==> config.mk <==
export PLATFORM = sky130hd
export DESIGN_NAME = lsrc_front
export DESIGN_NICKNAME = d
export VERILOG_FILES = /design/src/assert_macros.svh /design/src/lsrc_pkg.sv /design/src/lsrc_front.sv
export SDC_FILE = /design/constraint.sdc
export NUM_CORES = 2
export LEC_CHECK = 0
export BUFFER_PORTS_ARGS = -buffer_cell sky130_fd_sc_hd__buf_2
export CAP_MARGIN = 30
export CELL_PAD_IN_SITES_DETAIL_PLACEMENT = 0
export CELL_PAD_IN_SITES_GLOBAL_PLACEMENT = 1
export CORE_MARGIN = 5
export CORE_UTILIZATION = 51
export CTS_CLUSTER_SIZE = 12
export DETAILED_ROUTE_END_ITERATION = 16
export MAX_ROUTING_LAYER = met4
export PLACE_DENSITY = 0.9
export SETUP_SLACK_MARGIN = 0.4
export SKIP_CTS_REPAIR_TIMING = 1
export SLEW_MARGIN = 30
export SYNTH_ARGS = -nofsm -noshare
export SYNTH_HDL_FRONTEND = slang
export SYNTH_SLANG_ARGS = --single-unit
==> constraint.sdc <==
create_clock -name clk -period 19.6 [get_ports clk]
set_clock_uncertainty 0.2 [all_clocks]
set_input_delay 1.96 -clock clk [delete_from_list [all_inputs] [get_ports clk]]
set_output_delay 1.96 -clock clk [all_outputs]
set_load 0.05 [all_outputs]
==> src/assert_macros.svh <==
// ----------------------------------------------------------------------------
// Assertion macros
// Clocked assertion helpers shared by the clip block; empty for synthesis.
// ----------------------------------------------------------------------------
`ifndef ASSERT_MACROS_SVH
`define ASSERT_MACROS_SVH

`ifndef SYNTHESIS

`define LSRC_ASSERT(lbl, clk, rst_n, prop, msg) \
    lbl: assert property (@(posedge clk) disable iff (!rst_n) prop) else $error(msg);

`define LSRC_NEVER(lbl, clk, rst_n, cond, msg) \
    lbl: assert property (@(posedge clk) disable iff (!rst_n) !(cond)) else $error(msg);

`else

`define LSRC_ASSERT(lbl, clk, rst_n, prop, msg)

`define LSRC_NEVER(lbl, clk, rst_n, cond, msg)

`endif

`endif

==> src/lsrc_pkg.sv <==
// ----------------------------------------------------------------------------
// lsrc_pkg
// Types, constants and helpers for the segment/rectangle clipper.
// ----------------------------------------------------------------------------
package lsrc_pkg;

    localparam int CW = 16;          // coordinate width, Q12.4
    localparam int DW = CW + 1;      // coordinate difference width
    localparam int PW = 2 * DW;      // product width
    localparam int CR = CW + 2;      // crossing width before range check
    localparam int QUEUE_DEPTH_DEF = 2;

    // lane order is the edge priority
    localparam int LANE_LEFT   = 0;
    localparam int LANE_RIGHT  = 1;
    localparam int LANE_TOP    = 2;
    localparam int LANE_BOTTOM = 3;

    localparam logic [1:0] REG_LEFT   = 2'd0;
    localparam logic [1:0] REG_RIGHT  = 2'd1;
    localparam logic [1:0] REG_TOP    = 2'd2;
    localparam logic [1:0] REG_BOTTOM = 2'd3;

    localparam logic signed [CW-1:0] RST_LEFT   = CW'(0);
    localparam logic signed [CW-1:0] RST_RIGHT  = CW'(10240);
    localparam logic signed [CW-1:0] RST_TOP    = CW'(0);
    localparam logic signed [CW-1:0] RST_BOTTOM = CW'(7680);

    typedef struct packed {
        logic signed [CW-1:0] start_x;
        logic signed [CW-1:0] start_y;
        logic signed [CW-1:0] end_x;
        logic signed [CW-1:0] end_y;
    } in_t;

    typedef struct packed {
        logic                 visible;
        logic signed [CW-1:0] left_x;
        logic signed [CW-1:0] left_y;
        logic signed [CW-1:0] right_x;
        logic signed [CW-1:0] right_y;
    } out_t;

    typedef struct packed {
        logic signed [CW-1:0] left;
        logic signed [CW-1:0] right;
        logic signed [CW-1:0] top;
        logic signed [CW-1:0] bottom;
    } win_t;

    // classified segment, before multiply
    typedef struct packed {
        logic                 visible;
        logic signed [CW-1:0] x1;
        logic signed [CW-1:0] y1;
        logic signed [CW-1:0] x2;
        logic signed [CW-1:0] y2;
        logic [3:0]           hit;
        logic [3:0]           neg;
        logic                 y1_lt;
        logic                 y1_gt;
        logic [DW-1:0]        mdx;
        logic [DW-1:0]        mdy;
        logic [3:0][DW-1:0]   mt;
    } cls_t;

    // queue entry
    typedef struct packed {
        logic                 visible;
        logic signed [CW-1:0] x1;
        logic signed [CW-1:0] y1;
        logic signed [CW-1:0] x2;
        logic signed [CW-1:0] y2;
        logic [3:0]           hit;
        logic [3:0]           neg;
        logic                 y1_lt;
        logic                 y1_gt;
        logic [DW-1:0]        mdx;
        logic [DW-1:0]        mdy;
        logic [3:0][PW-1:0]   prod;
    } job_t;

    // divider pipeline stage
    typedef struct packed {
        logic                 visible;
        logic signed [CW-1:0] x1;
        logic signed [CW-1:0] y1;
        logic signed [CW-1:0] x2;
        logic signed [CW-1:0] y2;
        logic [3:0]           hit;
        logic [3:0]           neg;
        logic                 y1_lt;
        logic                 y1_gt;
        logic [DW-1:0]        mdx;
        logic [DW-1:0]        mdy;
        logic [3:0][DW-1:0]   rem;
        logic [3:0][DW-1:0]   low;
        logic [3:0][DW-1:0]   quo;
    } stg_t;

    function automatic logic [DW-1:0] mag(logic signed [DW-1:0] v);
        return v[DW-1] ? DW'(-v) : DW'(v);
    endfunction

    // one restoring step: {quotient bit, new remainder}
    function automatic logic [DW:0] div_step(logic [DW-1:0] rem, logic bit_in,
                                             logic [DW-1:0] dvs);
        logic [DW:0] r2;
        logic [DW:0] d2;
        r2 = {rem, bit_in};
        d2 = {1'b0, dvs};
        if (r2 >= d2)
            return {1'b1, DW'(r2 - d2)};
        else
            return {1'b0, r2[DW-1:0]};
    endfunction

endpackage

==> src/lsrc_front.sv <==
// ----------------------------------------------------------------------------
// lsrc_front
// Orders endpoints, classifies the segment and forms the crossing products.
// ----------------------------------------------------------------------------
module lsrc_front
    import lsrc_pkg::*;
(
    input  logic  clk,
    input  logic  rst_n,
    input  win_t  win,
    input  logic  in_valid,
    output logic  in_ready,
    input  in_t   in_data,
    output logic  push,
    output job_t  job,
    input  logic  q_full
);

    cls_t cls_next;
    cls_t cls_reg;
    logic cls_valid_reg;
    logic cls_valid_next;
    logic load;

    always_comb
    begin
        logic signed [CW-1:0] x1, y1, x2, y2, ylo, yhi;
        logic signed [DW-1:0] dx, dy, tl, tr, tt, tb;
        logic in1, in2;
        if (in_data.start_x > in_data.end_x)
        begin
            x1 = in_data.end_x;   y1 = in_data.end_y;
            x2 = in_data.start_x; y2 = in_data.start_y;
        end
        else
        begin
            x1 = in_data.start_x; y1 = in_data.start_y;
            x2 = in_data.end_x;   y2 = in_data.end_y;
        end
        ylo = (y1 < y2) ? y1 : y2;
        yhi = (y1 < y2) ? y2 : y1;
        in1 = x1 >= win.left && x1 < win.right && y1 >= win.top && y1 < win.bottom;
        in2 = x2 >= win.left && x2 < win.right && y2 >= win.top && y2 < win.bottom;
        dx = DW'(x2) - DW'(x1);
        dy = DW'(y2) - DW'(y1);
        tl = DW'(win.left) - DW'(x1);
        tr = DW'(win.right) - DW'(x1);
        tt = DW'(win.top) - DW'(y1);
        tb = DW'(win.bottom) - DW'(y1);

        cls_next.visible = (in1 || in2) && !(x1 == x2 && y1 == y2);
        cls_next.x1 = x1;
        cls_next.y1 = y1;
        cls_next.x2 = x2;
        cls_next.y2 = y2;
        cls_next.hit[LANE_LEFT]   = x1 < win.left && win.left < x2;
        cls_next.hit[LANE_RIGHT]  = x1 < win.right && win.right < x2;
        cls_next.hit[LANE_TOP]    = ylo < win.top && win.top < yhi;
        cls_next.hit[LANE_BOTTOM] = ylo < win.bottom && win.bottom < yhi;
        // dx is never negative after ordering
        cls_next.neg[LANE_LEFT]   = dy[DW-1] ^ tl[DW-1];
        cls_next.neg[LANE_RIGHT]  = dy[DW-1] ^ tr[DW-1];
        cls_next.neg[LANE_TOP]    = tt[DW-1] ^ dy[DW-1];
        cls_next.neg[LANE_BOTTOM] = tb[DW-1] ^ dy[DW-1];
        cls_next.y1_lt = y1 < y2;
        cls_next.y1_gt = y1 > y2;
        cls_next.mdx = mag(dx);
        cls_next.mdy = mag(dy);
        cls_next.mt[LANE_LEFT]   = mag(tl);
        cls_next.mt[LANE_RIGHT]  = mag(tr);
        cls_next.mt[LANE_TOP]    = mag(tt);
        cls_next.mt[LANE_BOTTOM] = mag(tb);
    end

    assign in_ready = !cls_valid_reg || !q_full;
    assign load     = in_valid && in_ready;
    assign push     = cls_valid_reg && !q_full;

    always_comb
    begin
        cls_valid_next = cls_valid_reg;
        if (load)
            cls_valid_next = 1'b1;
        else if (push)
            cls_valid_next = 1'b0;
    end

    always_ff @(posedge clk or negedge rst_n)
    begin
        if (!rst_n)
            cls_valid_reg <= 1'b0;
        else
            cls_valid_reg <= cls_valid_next;
    end

    always_ff @(posedge clk)
    begin
        if (load)
            cls_reg <= cls_next;
    end

    // products go straight into the queue storage
    always_comb
    begin
        job.visible = cls_reg.visible;
        job.x1      = cls_reg.x1;
        job.y1      = cls_reg.y1;
        job.x2      = cls_reg.x2;
        job.y2      = cls_reg.y2;
        job.hit     = cls_reg.hit;
        job.neg     = cls_reg.neg;
        job.y1_lt   = cls_reg.y1_lt;
        job.y1_gt   = cls_reg.y1_gt;
        job.mdx     = cls_reg.mdx;
        job.mdy     = cls_reg.mdy;
        job.prod[LANE_LEFT]   = PW'(cls_reg.mdy) * PW'(cls_reg.mt[LANE_LEFT]);
        job.prod[LANE_RIGHT]  = PW'(cls_reg.mdy) * PW'(cls_reg.mt[LANE_RIGHT]);
        job.prod[LANE_TOP]    = PW'(cls_reg.mdx) * PW'(cls_reg.mt[LANE_TOP]);
        job.prod[LANE_BOTTOM] = PW'(cls_reg.mdx) * PW'(cls_reg.mt[LANE_BOTTOM]);
    end

endmodule

# After elaboration in Yosys (flattened, before gate mapping)
# Cells that the tools add are included.
[totals]
register_bits = 178
[classes]
n_mul = 4
n_lt_le_gt_ge = 18
n_reduce_logical = 20
n_eq_ne = 2
bitwise_logic = 4
mux = 14
addsub = 12
[op_table]
columns = ["cell", "count"]
rows = [
  ["16-bit < comparator", 12],
  ["16-bit 2-to-1 mux", 12],
  ["17-bit by 17-bit multiplier with 34-bit output", 4],
  ["17-bit negator", 6],
  ["16-bit by 16-bit subtractor with 17-bit output", 6],
  ["16-bit greater-or-equal comparator", 4],
  ["16-bit == test", 2],
  ["16-bit > comparator", 2],
  ["1-bit logical AND", 14],
  ["1-bit XOR", 4],
  ["1-bit zero test", 3],
  ["1-bit logical OR", 2],
  ["1-bit 2-to-1 mux", 2],
  ["2-bit nonzero test", 1],
]

# Depth between registers and ports, before layout
[logic_depth]
ltp_word = 8
depth_mapped = 32
mapped_depth_nobuf = 27

# Least setup slack after synthesis
# Ideal clock, no wire load.
[synth_path]
path_type = "reg-to-output"
from = "reg cls_reg (netlist bit job[150])"
to = "out job[65] (netlist bit)"
path_slack_ns = 10.404
path_buffers = 2
stages_incl_launch_ff = 24
arrival_ns = 7.036
path_cell_list = "edfxtp_1 -> clkbuf_1 -> clkbuf_1 -> nand2_1 -> fa_1 -> inv_1 -> fa_1 -> inv_1 -> fa_1 -> fa_1 -> fa_1 -> inv_1 -> fa_1 -> ha_1 -> a21o_1 -> a21o_1 -> or3b_2 -> o21ai_0 -> o21ai_0 -> o21ai_0 -> a21boi_0 -> o21ai_0 -> o21ai_0 -> xnor2_1"
[synth_rtl]
columns = ["element", "line", "text"]
rows = [
  ["start, declared", "lsrc_front.sv:20", "cls_t cls_reg;"],
  ["start signal, assigned", "lsrc_front.sv:99", "cls_reg <= cls_next;"],
  ["end, declared", "lsrc_front.sv:15", "output job_t job,"],
]

==> flow_summary.rst <==
.. list-table::
   :header-rows: 1

   * - Metric
     - Value
   * - H-tree depth
     - 4
   * - Num CTS Buffers
     - 17
   * - Crit path max fanout
     - 17
   * - Total iterations of the first detailed-routing run
     - 6
   * - Number of placed instances with taps included
     - 7752
   * - Distinct cell type count of the synthesized netlist
     - 81
   * - Largest register FFs
     - 109
   * - Total negative slack
     - 0 ns
   * - Slowest stage cell, crit path
     - sky130_fd_sc_hd__edfxtp_1
   * - Non-Filler Instances
     - 7792
   * - Gate count after technology mapping
     - 6275
   * - Final Wtd Congestion
     - 0.963
   * - Startpoint type of the worst setup path
     - register
   * - RSZ-0062 raised after global routing
     - no
   * - Worst EP arrival
     - 7.94 ns
   * - Mapped Area
     - 54300 sq um
   * - Pre-CTS setup slack
     - 10.10 ns
   * - Placement row count
     - 119
   * - Final core utilization
     - 54.3%
   * - Tightest slew margin relative to the limit
     - 32.7%
   * - Vias/cell
     - 5.47
   * - DRC violations left
     - 0
   * - Initial core utilization
     - 51.5%
   * - Post-detail-place hpwl
     - 122000 um
   * - Layout fillers
     - 9750
   * - Most frequent cells in the layout
     - 1230 x sky130_fd_sc_hd__inv_1, 927 x sky130_fd_sc_hd__nand2_1, 900 x sky130_fd_sc_hd__fa_1, 643 x sky130_fd_sc_hd__ha_1, 435 x sky130_fd_sc_hd__and2_1
   * - Final count of hold timing violations
     - 0
   * - Synth async-reset ratio
     - 0.562%
   * - Final Worst Setup Slack
     - 9.50 ns
   * - Chip Height
     - 336 um
   * - Syn Nets
     - 7950
   * - Worst path top cell family by delay
     - adder cells
   * - Finish-stage setup viols
     - 0
   * - Sequential-to-total area share from yosys stat
     - 9.83%
   * - GR met2 Demand/Resource
     - 44.3%
   * - Achievable clock frequency
     - 99.0 MHz
   * - Worst path bufs/invs
     - 6
   * - DRT Wirelength
     - 151000 um
   * - Count of maximum capacitance violations
     - 0
   * - Actual slew at the worst max-slew pin
     - 0.982 ns
   * - Leftover overflow at the end of global routing
     - 0
   * - EDFF count, synth
     - 177
   * - Ratio of cells with drive above 1 in the final layout
     - 7.84%
   * - Number of vias in the routed layout
     - 42600
   * - Die width
     - 336 um
   * - Most used DFF post-synth
     - sky130_fd_sc_hd__edfxtp_1
   * - Number of antenna violations at the first check in global routing
     - 13
   * - Period minus WS final
     - 10.10 ns
   * - NumNets Final
     - 8055
   * - First-iteration detailed-routing DRC count
     - 3073
   * - Most crowded layer after global routing
     - met2
   * - DR WL/cell
     - 19.3 um
   * - CORE AREA
     - 106000 sq um
   * - Met3 track utilization from global routing
     - 3.37%
   * - Most common library cell in the layout ignoring fill and taps
     - sky130_fd_sc_hd__inv_1
   * - Global routing usage on met1
     - 38.1%
   * - WP data required
     - 17.44 ns
   * - Die area
     - 113000 sq um
   * - Count of final max-slew check failures
     - 0
   * - Top-level port count
     - 379
   * - Run status
     - complete, no violations
   * - Largest net degree at the start of global routing
     - 65
   * - Number of global-route vias before repair
     - 44300
   * - Syn Area/Cell
     - 8.66 sq um
   * - Total Routing Usage GR
     - 27.9%
   * - Worst setup EP type
     - output pin
   * - Antenna-violating nets left
     - 0
   * - Clk buf depth
     - 2
   * - Clock insertion delay at the later pin of the skew report
     - 0.48 ns
   * - Hold Crit Class
     - register to register
   * - CTS sink count
     - 178
   * - Largest stage delay on the critical path
     - 0.78 ns
   * - Final worst path period share
     - 51.6%
   * - Clock transition at path regs
     - 0.08 ns
   * - Most common cell type on the critical path
     - sky130_fd_sc_hd__fa_1
   * - CTS tree
     - yes
   * - Synth-to-layout area growth
     - 5.46%
   * - Total of buffers placed on input and output ports
     - 378
   * - Count of warnings emitted by yosys
     - 0
   * - Crit path cell chain
     - nand2_1, fa_1, inv_1, fa_1, inv_1, fa_1, inv_1, fa_1, inv_1, fa_1, inv_1, fa_1, ha_1, nor3_1, or3b_2, o21ai_0, o21ai_0, o21ai_0, a21boi_0, o211a_1, o221ai_1, xnor2_1, buf_2
   * - Root Buffer
     - sky130_fd_sc_hd__clkbuf_16
   * - Wire length of the first global-routing pass
     - 242000 um
   * - Critical path class
     - register to output pin
   * - Register bit count reported by yosys
     - 178
-- layer usage --
| metal | routed length [um] | share of wire [%] | up-vias |
|---|---|---|---|
| li1 | - | - | 19600 |
| met4 | 4170 | 2.8 | 0 |
| met2 | 70100 | 47 | 1411 |
| met3 | 10000 | 6.6 | 245 |
| met1 | 66400 | 44 | 21300 |
| met5 | 0 | 0 | - |
-- cell type report --
type,instances,area (sq um),area share [%]
Sequential cell,178,5340,9.32
Inverter,1230,4620,8.06
Antenna cell,8,20.0,0.0349
Tap cell,1391,1740,3.04
Clock inverter,14,178,0.310
Multi-Input combinational cell,4520,42700,74.5
Clock buffer,18,429,0.749
Timing Repair Buffer,433,2300,4.02
-- cells by family (layout without fill, tap and decap cells) --
kind of cell | Yosys count | in the layout | share of synthesized area, %
XOR/XNOR | 266 | 266 | 4.29
buffers and inverters | 1577 | 1695 | 11.7
adder cells (fa/ha/maj) | 1556 | 1556 | 48.2
other | 0 | 8 | 0
AO/OA/AOI/OAI | 697 | 697 | 8.11
flip-flops | 178 | 178 | 9.83
multiplexers | 35 | 35 | 0.659
AND/OR/NAND/NOR | 1966 | 1966 | 17.2
-- worst register-to-register path, stage by stage, from the launching register on --
cell and delay, ns:
sky130_fd_sc_hd__dfrtp_1 0.38, sky130_fd_sc_hd__nand2_1 0.10, sky130_fd_sc_hd__and2_4 0.63, sky130_fd_sc_hd__buf_4 0.73, sky130_fd_sc_hd__buf_4 0.84
-- path summary, 6_finish.rpt --
path,startpoint,slack [ns],endpoint,cells after the start
max,cls_reg[19],9.50,job[67],23
min,cls_valid_reg,0.32,cls_valid_reg,2
max reg2reg,cls_valid_reg,16.26,cls_reg[8],4
min reg2reg,cls_valid_reg,0.32,cls_valid_reg,2
max in group asynchronous,rst_n,18.08,cls_valid_reg,1
min in group asynchronous,rst_n,1.03,cls_valid_reg,1
-- metrics by stage --
stage	hold WS, ns	area, sq um
floorplan	0.622	54300
global placement	0.294	56700
detailed placement	0.315	56700
CTS	0.336	57300
global route	0.390	57300
finish	0.324	57300
-- Yosys cell counts (8+ instances only) --
cell | n | area share [%]
sky130_fd_sc_hd__buf_2 | 10 | 0.092
sky130_fd_sc_hd__nor4_1 | 14 | 0.16
sky130_fd_sc_hd__maj3_1 | 13 | 0.24
sky130_fd_sc_hd__and3_1 | 23 | 0.26
sky130_fd_sc_hd__a31oi_1 | 18 | 0.21
sky130_fd_sc_hd__o211ai_1 | 9 | 0.12
sky130_fd_sc_hd__o311ai_0 | 8 | 0.13
sky130_fd_sc_hd__mux2i_1 | 29 | 0.53
sky130_fd_sc_hd__xnor2_1 | 188 | 3.0
sky130_fd_sc_hd__o21bai_1 | 21 | 0.29
sky130_fd_sc_hd__nor2b_1 | 64 | 0.74
sky130_fd_sc_hd__a21oi_1 | 205 | 1.9
sky130_fd_sc_hd__or3_1 | 26 | 0.30
sky130_fd_sc_hd__a211oi_1 | 15 | 0.21
sky130_fd_sc_hd__a31o_2 | 8 | 0.13
sky130_fd_sc_hd__o31ai_1 | 9 | 0.12
sky130_fd_sc_hd__nand3_1 | 47 | 0.43
sky130_fd_sc_hd__ha_1 | 643 | 15
sky130_fd_sc_hd__nand2b_1 | 56 | 0.64
sky130_fd_sc_hd__o21ai_0 | 175 | 1.6
sky130_fd_sc_hd__nand2_1 | 927 | 6.4
sky130_fd_sc_hd__buf_4 | 110 | 1.5
sky130_fd_sc_hd__fa_1 | 900 | 33
sky130_fd_sc_hd__xor2_1 | 78 | 1.3
sky130_fd_sc_hd__a21o_1 | 76 | 1.1
sky130_fd_sc_hd__nor3b_1 | 9 | 0.12
sky130_fd_sc_hd__nor2_1 | 248 | 1.7
sky130_fd_sc_hd__o21a_1 | 39 | 0.54
sky130_fd_sc_hd__edfxtp_1 | 177 | 9.8
sky130_fd_sc_hd__buf_1 | 8 | 0.055
sky130_fd_sc_hd__nor3_1 | 44 | 0.41
sky130_fd_sc_hd__clkbuf_1 | 218 | 1.5
sky130_fd_sc_hd__inv_1 | 1230 | 8.5
sky130_fd_sc_hd__nand4_1 | 38 | 0.44
sky130_fd_sc_hd__a21boi_0 | 32 | 0.44
sky130_fd_sc_hd__and2_1 | 436 | 5.0
Power is not shown: default switching activity piles up to over one toggle a cycle in this logic, so the estimate is an artifact.
