$ cat config.mk
export PLATFORM = sky130hd
export DESIGN_NAME = lsrc_queue
export DESIGN_NICKNAME = d
export VERILOG_FILES = /design/src/lsrc_pkg.sv /design/src/lsrc_queue.sv
export VERILOG_INCLUDE_DIRS = /design/src /design/src/src
export SDC_FILE = /design/constraint.sdc
export NUM_CORES = 1
export LEC_CHECK = 0
export CORE_ASPECT_RATIO = 2
export CORE_MARGIN = 2
export CORE_UTILIZATION = 45
export CTS_CLUSTER_DIAMETER = 120
export DETAILED_ROUTE_END_ITERATION = 10
export DONT_BUFFER_PORTS = 1
export SLEW_MARGIN = 20
export SYNTH_ARGS = -nofsm -noshare
export SYNTH_HDL_FRONTEND = slang
export SYNTH_SLANG_ARGS = --single-unit
export TNS_END_PERCENT = 30
$ cat constraint.sdc
create_clock -name clk -period 34.3 [get_ports clk]
set_input_delay 1.715 -clock clk [delete_from_list [all_inputs] [get_ports clk]]
set_output_delay 1.715 -clock clk [all_outputs]
set_load 0.05 [all_outputs]
$ cat src/assert_macros.svh
// ----------------------------------------------------------------------------
// Assertion macros
// Clocked assertion helpers shared by the clip block; empty for synthesis.
// ----------------------------------------------------------------------------
`ifndef ASSERT_MACROS_SVH
`define ASSERT_MACROS_SVH

`ifndef SYNTHESIS

`define LSRC_ASSERT(lbl, clk, rst_n, prop, msg) \
    lbl: assert property (@(posedge clk) disable iff (!rst_n) prop) else $error(msg);

`define LSRC_NEVER(lbl, clk, rst_n, cond, msg) \
    lbl: assert property (@(posedge clk) disable iff (!rst_n) !(cond)) else $error(msg);

`else

`define LSRC_ASSERT(lbl, clk, rst_n, prop, msg)

`define LSRC_NEVER(lbl, clk, rst_n, cond, msg)

`endif

`endif

$ cat src/lsrc_pkg.sv
// ----------------------------------------------------------------------------
// lsrc_pkg
// Types, constants and helpers for the segment/rectangle clipper.
// ----------------------------------------------------------------------------
package lsrc_pkg;

    localparam int CW = 16;          // coordinate width, Q12.4
    localparam int DW = CW + 1;      // coordinate difference width
    localparam int PW = 2 * DW;      // product width
    localparam int CR = CW + 2;      // crossing width before range check
    localparam int QUEUE_DEPTH_DEF = 2;

    // lane order is the edge priority
    localparam int LANE_LEFT   = 0;
    localparam int LANE_RIGHT  = 1;
    localparam int LANE_TOP    = 2;
    localparam int LANE_BOTTOM = 3;

    localparam logic [1:0] REG_LEFT   = 2'd0;
    localparam logic [1:0] REG_RIGHT  = 2'd1;
    localparam logic [1:0] REG_TOP    = 2'd2;
    localparam logic [1:0] REG_BOTTOM = 2'd3;

    localparam logic signed [CW-1:0] RST_LEFT   = CW'(0);
    localparam logic signed [CW-1:0] RST_RIGHT  = CW'(10240);
    localparam logic signed [CW-1:0] RST_TOP    = CW'(0);
    localparam logic signed [CW-1:0] RST_BOTTOM = CW'(7680);

    typedef struct packed {
        logic signed [CW-1:0] start_x;
        logic signed [CW-1:0] start_y;
        logic signed [CW-1:0] end_x;
        logic signed [CW-1:0] end_y;
    } in_t;

    typedef struct packed {
        logic                 visible;
        logic signed [CW-1:0] left_x;
        logic signed [CW-1:0] left_y;
        logic signed [CW-1:0] right_x;
        logic signed [CW-1:0] right_y;
    } out_t;

    typedef struct packed {
        logic signed [CW-1:0] left;
        logic signed [CW-1:0] right;
        logic signed [CW-1:0] top;
        logic signed [CW-1:0] bottom;
    } win_t;

    // classified segment, before multiply
    typedef struct packed {
        logic                 visible;
        logic signed [CW-1:0] x1;
        logic signed [CW-1:0] y1;
        logic signed [CW-1:0] x2;
        logic signed [CW-1:0] y2;
        logic [3:0]           hit;
        logic [3:0]           neg;
        logic                 y1_lt;
        logic                 y1_gt;
        logic [DW-1:0]        mdx;
        logic [DW-1:0]        mdy;
        logic [3:0][DW-1:0]   mt;
    } cls_t;

    // queue entry
    typedef struct packed {
        logic                 visible;
        logic signed [CW-1:0] x1;
        logic signed [CW-1:0] y1;
        logic signed [CW-1:0] x2;
        logic signed [CW-1:0] y2;
        logic [3:0]           hit;
        logic [3:0]           neg;
        logic                 y1_lt;
        logic                 y1_gt;
        logic [DW-1:0]        mdx;
        logic [DW-1:0]        mdy;
        logic [3:0][PW-1:0]   prod;
    } job_t;

    // divider pipeline stage
    typedef struct packed {
        logic                 visible;
        logic signed [CW-1:0] x1;
        logic signed [CW-1:0] y1;
        logic signed [CW-1:0] x2;
        logic signed [CW-1:0] y2;
        logic [3:0]           hit;
        logic [3:0]           neg;
        logic                 y1_lt;
        logic                 y1_gt;
        logic [DW-1:0]        mdx;
        logic [DW-1:0]        mdy;
        logic [3:0][DW-1:0]   rem;
        logic [3:0][DW-1:0]   low;
        logic [3:0][DW-1:0]   quo;
    } stg_t;

    function automatic logic [DW-1:0] mag(logic signed [DW-1:0] v);
        return v[DW-1] ? DW'(-v) : DW'(v);
    endfunction

    // one restoring step: {quotient bit, new remainder}
    function automatic logic [DW:0] div_step(logic [DW-1:0] rem, logic bit_in,
                                             logic [DW-1:0] dvs);
        logic [DW:0] r2;
        logic [DW:0] d2;
        r2 = {rem, bit_in};
        d2 = {1'b0, dvs};
        if (r2 >= d2)
            return {1'b1, DW'(r2 - d2)};
        else
            return {1'b0, r2[DW-1:0]};
    endfunction

endpackage

$ cat src/lsrc_queue.sv
// ----------------------------------------------------------------------------
// lsrc_queue
// Short FIFO between the classify front and the divide back.
// ----------------------------------------------------------------------------
`include "assert_macros.svh"

module lsrc_queue
    import lsrc_pkg::*;
#(
    parameter int DEPTH = QUEUE_DEPTH_DEF
)
(
    input  logic clk,
    input  logic rst_n,
    input  logic push,
    input  job_t wdata,
    output logic full,
    input  logic pop,
    output job_t rdata,
    output logic empty
);

    localparam int PTR_W = $clog2(DEPTH);
    localparam int CNT_W = $clog2(DEPTH + 1);

    job_t             mem_reg [DEPTH];
    logic [PTR_W-1:0] wr_ptr_reg, wr_ptr_next;
    logic [PTR_W-1:0] rd_ptr_reg, rd_ptr_next;
    logic [CNT_W-1:0] count_reg, count_next;
    logic             do_push, do_pop;

    assign full    = count_reg == CNT_W'(DEPTH);
    assign empty   = count_reg == '0;
    assign do_push = push && !full;
    assign do_pop  = pop && !empty;
    assign rdata   = mem_reg[rd_ptr_reg];

    always_comb
    begin
        wr_ptr_next = wr_ptr_reg;
        rd_ptr_next = rd_ptr_reg;
        count_next  = count_reg;
        if (do_push)
            wr_ptr_next = (wr_ptr_reg == PTR_W'(DEPTH - 1)) ? '0 : wr_ptr_reg + 1'b1;
        if (do_pop)
            rd_ptr_next = (rd_ptr_reg == PTR_W'(DEPTH - 1)) ? '0 : rd_ptr_reg + 1'b1;
        if (do_push && !do_pop)
            count_next = count_reg + 1'b1;
        else if (do_pop && !do_push)
            count_next = count_reg - 1'b1;
    end

    always_ff @(posedge clk or negedge rst_n)
    begin
        if (!rst_n)
        begin
            wr_ptr_reg <= '0;
            rd_ptr_reg <= '0;
            count_reg  <= '0;
        end
        else
        begin
            wr_ptr_reg <= wr_ptr_next;
            rd_ptr_reg <= rd_ptr_next;
            count_reg  <= count_next;
        end
    end

    always_ff @(posedge clk)
    begin
        if (do_push)
            mem_reg[wr_ptr_reg] <= wdata;
    end

    `LSRC_NEVER(a_q_over, clk, rst_n, count_reg > CNT_W'(DEPTH), "queue count over depth")
    `LSRC_ASSERT(a_q_ptr, clk, rst_n, (count_reg == '0) |-> (wr_ptr_reg == rd_ptr_reg), "empty queue with split pointers")

endmodule

Word-level counts from Yosys, hierarchy flattened
Memories as Yosys holds them, arrays and structs flattened.
Cells that the tools add are included.
Word-level totals
  register bits after elaboration: 4
  latch bits: 0
  RAM bits: 490
  bits in read-only memories: 0
  bits of input ports: 249
  logic and storage cells: 25
  memories kept: 1
Memories
  mem_reg: depth 2, width 245, read ports 1, clocked after Yosys merged registers in 0, wr ports 1, RTL line lsrc_queue.sv:26  | job_t mem_reg [DEPTH];
Cells by class
  add/sub/neg operators: 4
  $mul: 0
  div/mod/pow operators: 0
  order comparisons: 0
  equal/unequal tests: 1
  shift-type cells: 0
  multiplexer cells: 6
  bitwise operators: 0
  reductions and logical operators: 10
Operator list (count)
  1-bit logical AND: 4
  1-bit zero test: 4
  1-bit 2-to-1 mux: 4
  2-bit 2-to-1 mux: 2
  1-bit adder, second input constant: 2
  2-bit by 1-bit adder with 2-bit output, second input constant: 1
  2-bit == test, second input constant: 1
  2-bit zero test: 1
  2-bit nonzero test: 1
  2-bit by 1-bit subtractor with 2-bit output, second input constant: 1

Longest topological paths before layout
Gate-level depths: netlist (run 1).
  depth in word-level cells: 7
  mapped depth: 7
  gate-level depth less buffers: 7

Worst setup path before layout (run 1)
No wires, ideal clock.
  path kind: input to register
  from: input push
  to: memory mem_reg[0][0] in the netlist's numbering, enable pin
  library setup time: 855 ps
  arrival: 11954 ps
  required time: 33445 ps
  slack: 21492 ps
  cell stages on the path: 2
  path buffers: 0
  cells stage by stage: nand2_1 -> nor2_1
On the way
  cells in the longest elaborated chain, start to end: 3
Ends and longest elaborated chain
  start, declared: RTL line lsrc_queue.sv:15  | input logic push,
  1-bit logical AND: RTL line lsrc_queue.sv:34  | assign do_push = push && !full;
  1-bit 2-to-1 mux: RTL line lsrc_queue.sv:71  | if (do_push)
  1-bit 2-to-1 mux (implied by the code): RTL line lsrc_queue.sv:72  | mem_reg[wr_ptr_reg] <= wdata;
  end, declared: RTL line lsrc_queue.sv:26
Every way passes these cells.

==> results_tabular.tex, run 1 <==
\begin{tabular}{lr}
\hline
Metric & Value \\
\hline
\multicolumn{2}{l}{\textbf{Drt}} \\
Average vias per placed instance & between 5 and 6 \\
Number of remaining DRC errors & 0 \\
Number of search-and-repair iterations in the first detailed-routing pass & 4 \\
Antenna-violating nets left & 0 \\
Total via count in the routed design & 7430 \\
Iteration-0 DRC count of the detailed router & roughly 400 \\
Total Routed Length & about 37000 um \\
Detail-routed net length per standard cell & 26.8 um \\
\multicolumn{2}{l}{\textbf{Pwr}} \\
Worst VDD drop & around 0.000072 V \\
Power density of the placed cells & 109 mW/mm\^{}2 \\
Combinational group share of total power & 38.7\% \\
Part of the total power dissipated in the clock network & 20.9\% \\
Net switching power of the design & 0.000903 W \\
Switching power share of the total & 42.2\% \\
Standby leakage power & approximately 6.3 nW \\
Int Pwr & 0.00124 W \\
Sequential share of power & a little over 40\% \\
\multicolumn{2}{l}{\textbf{Layout}} \\
Area added between synthesis and finish & 9.51\% \\
Share of cells above drive strength 1 & a little under two fifths \\
Number of nets in the layout & between 1000 and 1500 \\
Largest register FFs & between 400 and 500 \\
Commonest non-fill, non-tap cell in the layout & edfxtp\_1 \\
Final Instance Count excl. Fillers & 1362 \\
Commonest cells after routing, fill and taps aside & 490 x edfxtp\_1, 245 x mux2\_2, 43 x clkbuf\_16, 8 x clkbuf\_1, 7 x buf\_4 \\
\multicolumn{2}{l}{\textbf{Timing}} \\
Setup Total Neg Slack & 0 ps \\
Final-report max-slew violation count & 0 \\
Endpoints failing setup & 0 \\
Slew at the pin closest to its max-slew limit & 1100 ps \\
Final worst clock skew & 29.3 ps \\
Final Hold Vio Count & 0 \\
Final Cycle Share & 15.0\% \\
Setup repair after global routing missed its margin & no \\
Max Clk Rate & 195 MHz \\
Final worst path period need & 5140 ps \\
Max-slew headroom at the worst pin & 26.3\% \\
Tightest hold margin & between 500 and 600 ps \\
\multicolumn{2}{l}{\textbf{Synthesis}} \\
Flops \& latches, synth & slightly below 500 \\
Post-synthesis area per instance & 23.1 um\^{}2 \\
Mapped Nets & 1031 \\
Syn Inst Count & a little under 800 \\
Yosys cell types & 14 \\
Fraction of the yosys area taken by sequential cells & 82.2\% \\
Combined area of all synthesized cells & 0.0180 mm\^{}2 \\
Yosys Warn Count & 0 \\
\multicolumn{2}{l}{\textbf{Flow run}} \\
Max\_cap viols & 0 \\
\multicolumn{2}{l}{\textbf{Die}} \\
DIE AREA & 0.0418 mm\^{}2 \\
Y dimension of the die & 287 um \\
Initial Utilization & roughly 46\% \\
Top-Level Pins & 496 \\
Die Span X & $\sim$150 um \\
Core Region & roughly 0.039 mm\^{}2 \\
Count of standard-cell rows & 103 \\
\multicolumn{2}{l}{\textbf{Global route}} \\
Vias in the first global route & 8049 \\
Initial antenna violation count & 1 \\
Largest net degree at the start of global routing & 90 \\
Global-route wire length before repair & 52300 um \\
Remaining global-route overflow & 0 \\
All-Layer GR Usage & roughly 17\% \\
\multicolumn{2}{l}{\textbf{Setup path}} \\
Type of origin of the critical path & register \\
Worst reg-to-reg setup slack & 30770 ps \\
Kind of critical path & reg -> out \\
Delay of the slowest critical-path stage & 810 ps \\
Family with the most delay on the worst path & buffers and inverters \\
Critical path cell sequence & buf\_4 -> buf\_4 -> mux2\_2 \\
Maximum fanout along the worst path & between 70 and 80 \\
Path depth of the worst reg2reg path & 6 \\
Launch point of the worst path & rd\_ptr\_reg\$\_DFFE\_PN0P\_ \\
Slowest cell on the critical path & buf\_4 \\
Required time reported for the critical path endpoint & 32580 ps \\
Combined buffer and inverter count along the critical path & 2 \\
Crit Reg-Reg Endpoint & mem\_reg[0][143]\$\_DFFE\_PP\_ \\
Category of the worst setup path capture point & output port \\
Launching point of the worst reg2reg path & count\_reg[0]\$\_DFFE\_PN0P\_ \\
Data arrival at the endpoint of the critical path & approximately 3400 ps \\
Most used cell along the critical path & buf\_4 \\
\multicolumn{2}{l}{\textbf{Clock tree}} \\
Post-CTS sizing & 0 \\
Clock Root Buffer & clkbuf\_16 \\
Number of buffers on the longest clock path & 3 \\
Buffers inserted by post-CTS timing repair & 0 \\
CTS tree & done \\
Clock insertion delay at the later pin of the skew report & approximately 540 ps \\
CTS clock-pin slew for the worst setup and hold paths & 70 ps \\
Max H-tree Level & 2 \\
Inserted Clock Buffers & 41 \\
Post-CTS Hold Fix Bufs & 0 \\
Clock net sink count & just under 500 \\
\multicolumn{2}{l}{\textbf{Placed design}} \\
GP Congestion & between 0.8 and 0.9 \\
\# port buffers & 0 \\
Placed instance count & approximately 1300 \\
HPWL after DPL & 25600 um \\
\multicolumn{2}{l}{\textbf{Hold path}} \\
Hold-critical path endpoint & count\_reg[1]\$\_DFFE\_PN0P\_ \\
Number of cells on the worst hold path & 1 \\
Hold Path Class & reg -> reg \\
HP Start & count\_reg[1]\$\_DFFE\_PN0P\_ \\
\multicolumn{2}{l}{\textbf{Outcome}} \\
Outcome & complete, no violations \\
\hline
\end{tabular}
[Yosys cell counts]
cell	n	area, um^2
ha_1	1	12.5
inv_1	2	7.51
xnor2_1	3	26.3
nand2_1	1	3.75
xor2_1	2	17.5
and3_1	1	6.26
dfrtp_1	4	100
buf_6	8	90.1
nand2b_1	1	6.26
nor2_1	3	11.3
clkbuf_8	19	262
edfxtp_1	490	14700
o21ai_0	1	5.00
mux2_2	245	2760
[final cells by class]
type	instances	area (um^2)
fillers	3179	19700
well taps	525	657
inverters	2	7.51
diodes	2	5.00
repair buffers	10	95.1
clock buffers	51	1110
flip-flops and latches	494	14800
multi-input cells	258	2860
clock inverters	20	186
[routing by layer]
layer  global-route usage, %  share of wire [%]  vias to the layer above
met5                       0              0.036                        -
met4                    8.85                5.2                        2
met3                    6.90                9.5                       96
met2                    31.7                 56                      414
met1                    15.1                 29                     3768
li1                        -                  -                     3150
[power by group through the flow]
stage               clock network, W  logic (W)  registers (W)
floorplan                          0   0.000780       0.000907
global placement                   0   0.000829       0.000872
detailed placement                 0   0.000835       0.000880
CTS                         0.000461   0.000837       0.000868
global route                0.000480   0.000857       0.000876
finish                      0.000448   0.000830       0.000864
[through the flow]
stage	power (W)	instance area [um^2]	setup WS (ps)	util, %
3_5_place_dp	0.00172	18400	28960	46.7
2_1_floorplan	0.00169	18000	21490	-
3_3_place_gp	0.00170	18400	29080	46.7
5_1_grt	0.00221	19700	28930	50.0
6_report	0.00214	19700	29160	50.0
4_1_cts	0.00217	19700	29080	50.0
[worst max-delay path by stage]
| stage | endpoint | depth (start not counted) |
|---|---|---|
| finish | rdata[38] | 3 |
| global route | rdata[38] | 3 |
| CTS | rdata[38] | 3 |
| detailed placement | mem_reg[0][173]$_DFFE_PP_ | 5 |
| global placement | mem_reg[0][45]$_DFFE_PP_ | 5 |
| floorplan | mem_reg[0][0]$_DFFE_PP_ | 2 |
[cell families after synthesis]
group	count (synthesis)	share of synthesized area, %
adder cells (fa/ha/maj)	1	0.0694
XOR/XNOR	5	0.243
multiplexers	245	15.3
flip-flops	494	82.2
buffers and inverters	29	1.99
AO/OA/AOI/OAI	1	0.0277
AND/OR/NAND/NOR	6	0.153
(Power assumes the default switching activity.)
==> run 2: changes to the inputs <==
ABC_AREA = 1   (was default)
clock period = 4.4 ns   (was 34.3 ns; I/O delays follow)
==> run 2 against run 1 <==
  * Worst setup slack got worse by 28000 ps
  * Count of clock-buffer cells in the layout stayed put
  * Largest cell class unchanged
  * Design area up 14%
  * Highest routed layer unchanged
  * Worst hold slack worse by 510 ps
  * Wire length up 13%
  * Sequential share of layout area decreased by 9.4 points
  * Non-clock buffer count rose by 254
==> results_tabular.tex, run 2 <==
\begin{tabular}{lr}
\hline
Metric & Value \\
\hline
\multicolumn{2}{l}{\textbf{Global route}} \\
Initial antenna violation count & 10 (+9) \\
Largest net degree at the start of global routing & 152 (+69\%) \\
All-Layer GR Usage & 19.0\% (+2.2 points) \\
Routing layer with the top usage in global route & met2 \\
Remaining global-route overflow & 0 (unchanged) \\
Global-route wire length before repair & 60900 um (+16\%) \\
Met3 usage & 5.73\% (-1.2 points) \\
Global-route track usage on met1 & 19.3\% (+4.2 points) \\
GR Util met2 & 34.8\% (+3.0 points) \\
Vias in the first global route & 10660 (+32\%) \\
\multicolumn{2}{l}{\textbf{Hold path}} \\
Hold-critical path endpoint & wr\_ptr\_reg\$\_DFFE\_PN0P\_ \\
Hold Path Class & in -> reg \\
Number of cells on the worst hold path & 3 (+2) \\
HP Start & push \\
\multicolumn{2}{l}{\textbf{Setup path}} \\
Data arrival at the endpoint of the critical path & 2930 ps (-490 ps) \\
Maximum fanout along the worst path & 151 (+110\%) \\
Kind of critical path & reg -> out \\
Category of the worst setup path capture point & output port \\
Launching point of the worst reg2reg path & count\_reg[1]\$\_DFFE\_PN0P\_ \\
Critical path cell sequence & inv\_8 -> buf\_4 -> nand2\_1 -> nand2\_1 \\
Family with the most delay on the worst path & buffers and inverters \\
Crit Reg-Reg Endpoint & mem\_reg[1][206]\$\_DFFE\_PP\_ \\
Type of origin of the critical path & register \\
Worst reg-to-reg setup slack & 2030 ps (-28740 ps) \\
Slowest cell on the critical path & inv\_8 \\
Combined buffer and inverter count along the critical path & 2 (unchanged) \\
Path depth of the worst reg2reg path & 4 (-2) \\
Most used cell along the critical path & nand2\_1 \\
Required time reported for the critical path endpoint & 4180 ps (-28400 ps) \\
Delay of the slowest critical-path stage & 710 ps (-100 ps) \\
\multicolumn{2}{l}{\textbf{Timing}} \\
Slew at the pin closest to its max-slew limit & 1000 ps (-101 ps) \\
Max-slew headroom at the worst pin & 32.9\% (+6.6 points) \\
Endpoints failing setup & 0 (unchanged) \\
Final-report max-slew violation count & 0 (unchanged) \\
Final Hold Vio Count & 0 (unchanged) \\
Max Clk Rate & between 300 and 400 MHz \\
Setup repair after global routing missed its margin & no \\
Final worst clock skew & 9.84 ps (-19.4 ps) \\
Final Cycle Share & 71.6\% \\
Final worst path period need & around 3200 ps \\
Post-route worst setup slack & 1250 ps (-27910 ps) \\
\multicolumn{2}{l}{\textbf{Pwr}} \\
Total Power & 0.0181 W (+740\%) \\
Worst VDD drop & 0.000812 V (+1000\%) \\
Standby leakage power & 8.71 nW (+38\%) \\
Power density of the placed cells & 801 mW/mm\^{}2 (+640\%) \\
\multicolumn{2}{l}{\textbf{Clock tree}} \\
CTS tree & done \\
Number of buffers on the longest clock path & 3 (unchanged) \\
Max H-tree Level & 2 (unchanged) \\
CTS clock-pin slew for the worst setup and hold paths & 60 ps (about the same) \\
Post-CTS sizing & 0 (unchanged) \\
Clock insertion delay at the later pin of the skew report & 540 ps (about the same) \\
Clock Root Buffer & clkbuf\_16 \\
Inserted Clock Buffers & 42 (+2.4\%) \\
Clock net sink count & 494 (unchanged) \\
\multicolumn{2}{l}{\textbf{Layout}} \\
Largest register FFs & 490 (unchanged) \\
Share of cells above drive strength 1 & 5.69\% (-32 points) \\
Commonest cells after routing, fill and taps aside & 743 x nand2\_1, 490 x edfxtp\_1, 249 x dlygate4sd3\_1, 45 x clkbuf\_16, 9 x clkinv\_2 \\
Number of nets in the layout & 1815 (+72\%) \\
Final Instance Count excl. Fillers & 2128 (+56\%) \\
Commonest non-fill, non-tap cell in the layout & nand2\_1 \\
Final Instance Area & 0.0225 mm\^{}2 (+14\%) \\
Area added between synthesis and finish & 25.1\% \\
Fill cell count & 3041 (-4.3\%) \\
\multicolumn{2}{l}{\textbf{Synthesis}} \\
Post-synthesis area per instance & 13.7 um\^{}2 (-40\%) \\
Flops \& latches, synth & 494 (unchanged) \\
Share of flip-flops with an asynchronous set or reset after synthesis & 0.810\% (unchanged) \\
Biggest area contributors in the synthesized netlist & edfxtp\_1 82\%, nand2\_1 15\%, buf\_2 0.94\% \\
Fraction of the yosys area taken by sequential cells & 82.2\% (about the same) \\
Combined area of all synthesized cells & 0.0180 mm\^{}2 (about the same) \\
Share of the synthesized area in the top cell type & 81.6\% (about the same) \\
Mapped Nets & 1561 (+51\%) \\
Most used standard cell by instance count after synthesis & nand2\_1 \\
Yosys Warn Count & 0 (unchanged) \\
Yosys cell types & 14 (unchanged) \\
Main flop type after synthesis & edfxtp\_1 \\
Library cell with the largest summed area after synthesis & edfxtp\_1 \\
EDFF count, synth & 490 (unchanged) \\
Leading post-synthesis cells by instance count & 744 x nand2\_1, 490 x edfxtp\_1, 34 x buf\_2 \\
Syn Inst Count & 1311 (+68\%) \\
\multicolumn{2}{l}{\textbf{Die}} \\
Y dimension of the die & 287 um (about the same) \\
Die Span X & 146 um (about the same) \\
Initial Utilization & 45.7\% (about the same) \\
Core Region & 0.0394 mm\^{}2 (unchanged) \\
DIE AREA & 0.0418 mm\^{}2 (about the same) \\
Top-Level Pins & 496 (unchanged) \\
Count of standard-cell rows & 103 (unchanged) \\
\multicolumn{2}{l}{\textbf{Placed design}} \\
\# port buffers & 0 (unchanged) \\
GP Congestion & 0.808 (-3.9\%) \\
Placed Area & 0.0186 mm\^{}2 (+1.0\%) \\
Placed instance count & 1797 (+40\%) \\
Post-placement setup slack & 1790 ps (-27180 ps) \\
HPWL after DPL & 26800 um (+4.8\%) \\
\multicolumn{2}{l}{\textbf{Drt}} \\
Total Routed Length & 41300 um (+13\%) \\
Number of remaining DRC errors & 0 (unchanged) \\
Average vias per placed instance & 4.97 (-8.8\%) \\
Iteration-0 DRC count of the detailed router & 523 (+32\%) \\
Antenna-violating nets left & 0 (unchanged) \\
Detail-routed net length per standard cell & 19.4 um (-28\%) \\
Number of search-and-repair iterations in the first detailed-routing pass & 8 (+4) \\
Total via count in the routed design & 10582 (+42\%) \\
\multicolumn{2}{l}{\textbf{Outcome}} \\
Outcome & complete, no violations \\
\multicolumn{2}{l}{\textbf{Flow run}} \\
Max\_cap viols & 0 (unchanged) \\
\hline
\end{tabular}
## run 2: changes by cell type after synthesis, sizes merged, moves of 6 or more
cell	change
clkbuf	-19
nand2	+743
buf	+46
mux2	-245
inv	+6
## run 2: power breakdown
part	switching [W]	leakage [nW]	total (W)	internal, W
Combinational	0.00669	3.38	0.00752	0.000831
Clock	0.00162	0.719	0.00383	0.00222
Sequential	0.000302	4.61	0.00671	0.00641
## run 2: worst max path at each step
stage / start / to / slack [ps] / cells past startpoint
3_5_place_dp: rd_ptr_reg$_DFFE_PN0P_ / rdata[150] / 1790 / 4
5_1_grt: rd_ptr_reg$_DFFE_PN0P_ / rdata[120] / 1070 / 4
2_1_floorplan: count_reg[1]$_DFFE_PN0P_ / mem_reg[0][0]$_DFFE_PP_ / -560 / 5
4_1_cts: rd_ptr_reg$_DFFE_PN0P_ / rdata[150] / 1200 / 4
3_3_place_gp: rd_ptr_reg$_DFFE_PN0P_ / rdata[75] / 1810 / 4
6_report: rd_ptr_reg$_DFFE_PN0P_ / rdata[119] / 1250 / 4
## run 2: area by class of cell
type                    count  area, um^2  area share (%)
clock buffers              51        1180            5.23
well taps                 525         657            2.91
inverters                   8        41.3           0.183
multi-input cells         755        2880            12.8
flip-flops and latches    494       14800            65.7
clock inverters            27         273            1.21
diodes                      4        10.0          0.0444
repair buffers            264        2690            11.9
## run 2: kinds of logic after synthesis
kind of cell	synth area share [%]
buffers and inverters	1.94
XOR/XNOR	0.0486
AND/OR/NAND/NOR	15.7
adder cells (fa/ha/maj)	0.0694
flip-flops	82.2
AO/OA/AOI/OAI	0.0555
## run 2: worst register-to-register path, delay by kind of cell (launching register included)
| kind | cells | cell delay [ps] |
|---|---|---|
| flops | 1 | 410 |
| compound gates | 1 | 180 |
| simple gates | 1 | 810 |
| buf+inv | 2 | 600 |
## run 2: timing repair
| item | CTS | global route |
|---|---|---|
| hold buffers | 249 | 0 |
| hold endpoints to repair | 496 | 0 |
| setup buffers | 0 | 0 |
## run 2: per-stage QoR
step	util (%)	TNS [ps]	hold WS, ps
after floorplan	-	-212480	-75.6
after CTS	57.2	0	9.00
after global placement	47.2	0	-75.4
after detailed placement	47.2	0	-75.4
final	57.2	0	32.3
after global routing	57.2	0	36.4
## run 2: per-layer routing
metal  part of all wire [%]  vias up
li1                       -     4930
met5                   0.15        -
met4                    5.8       12
met1                     33     5060
met2                     54      448
met3                    7.6      132
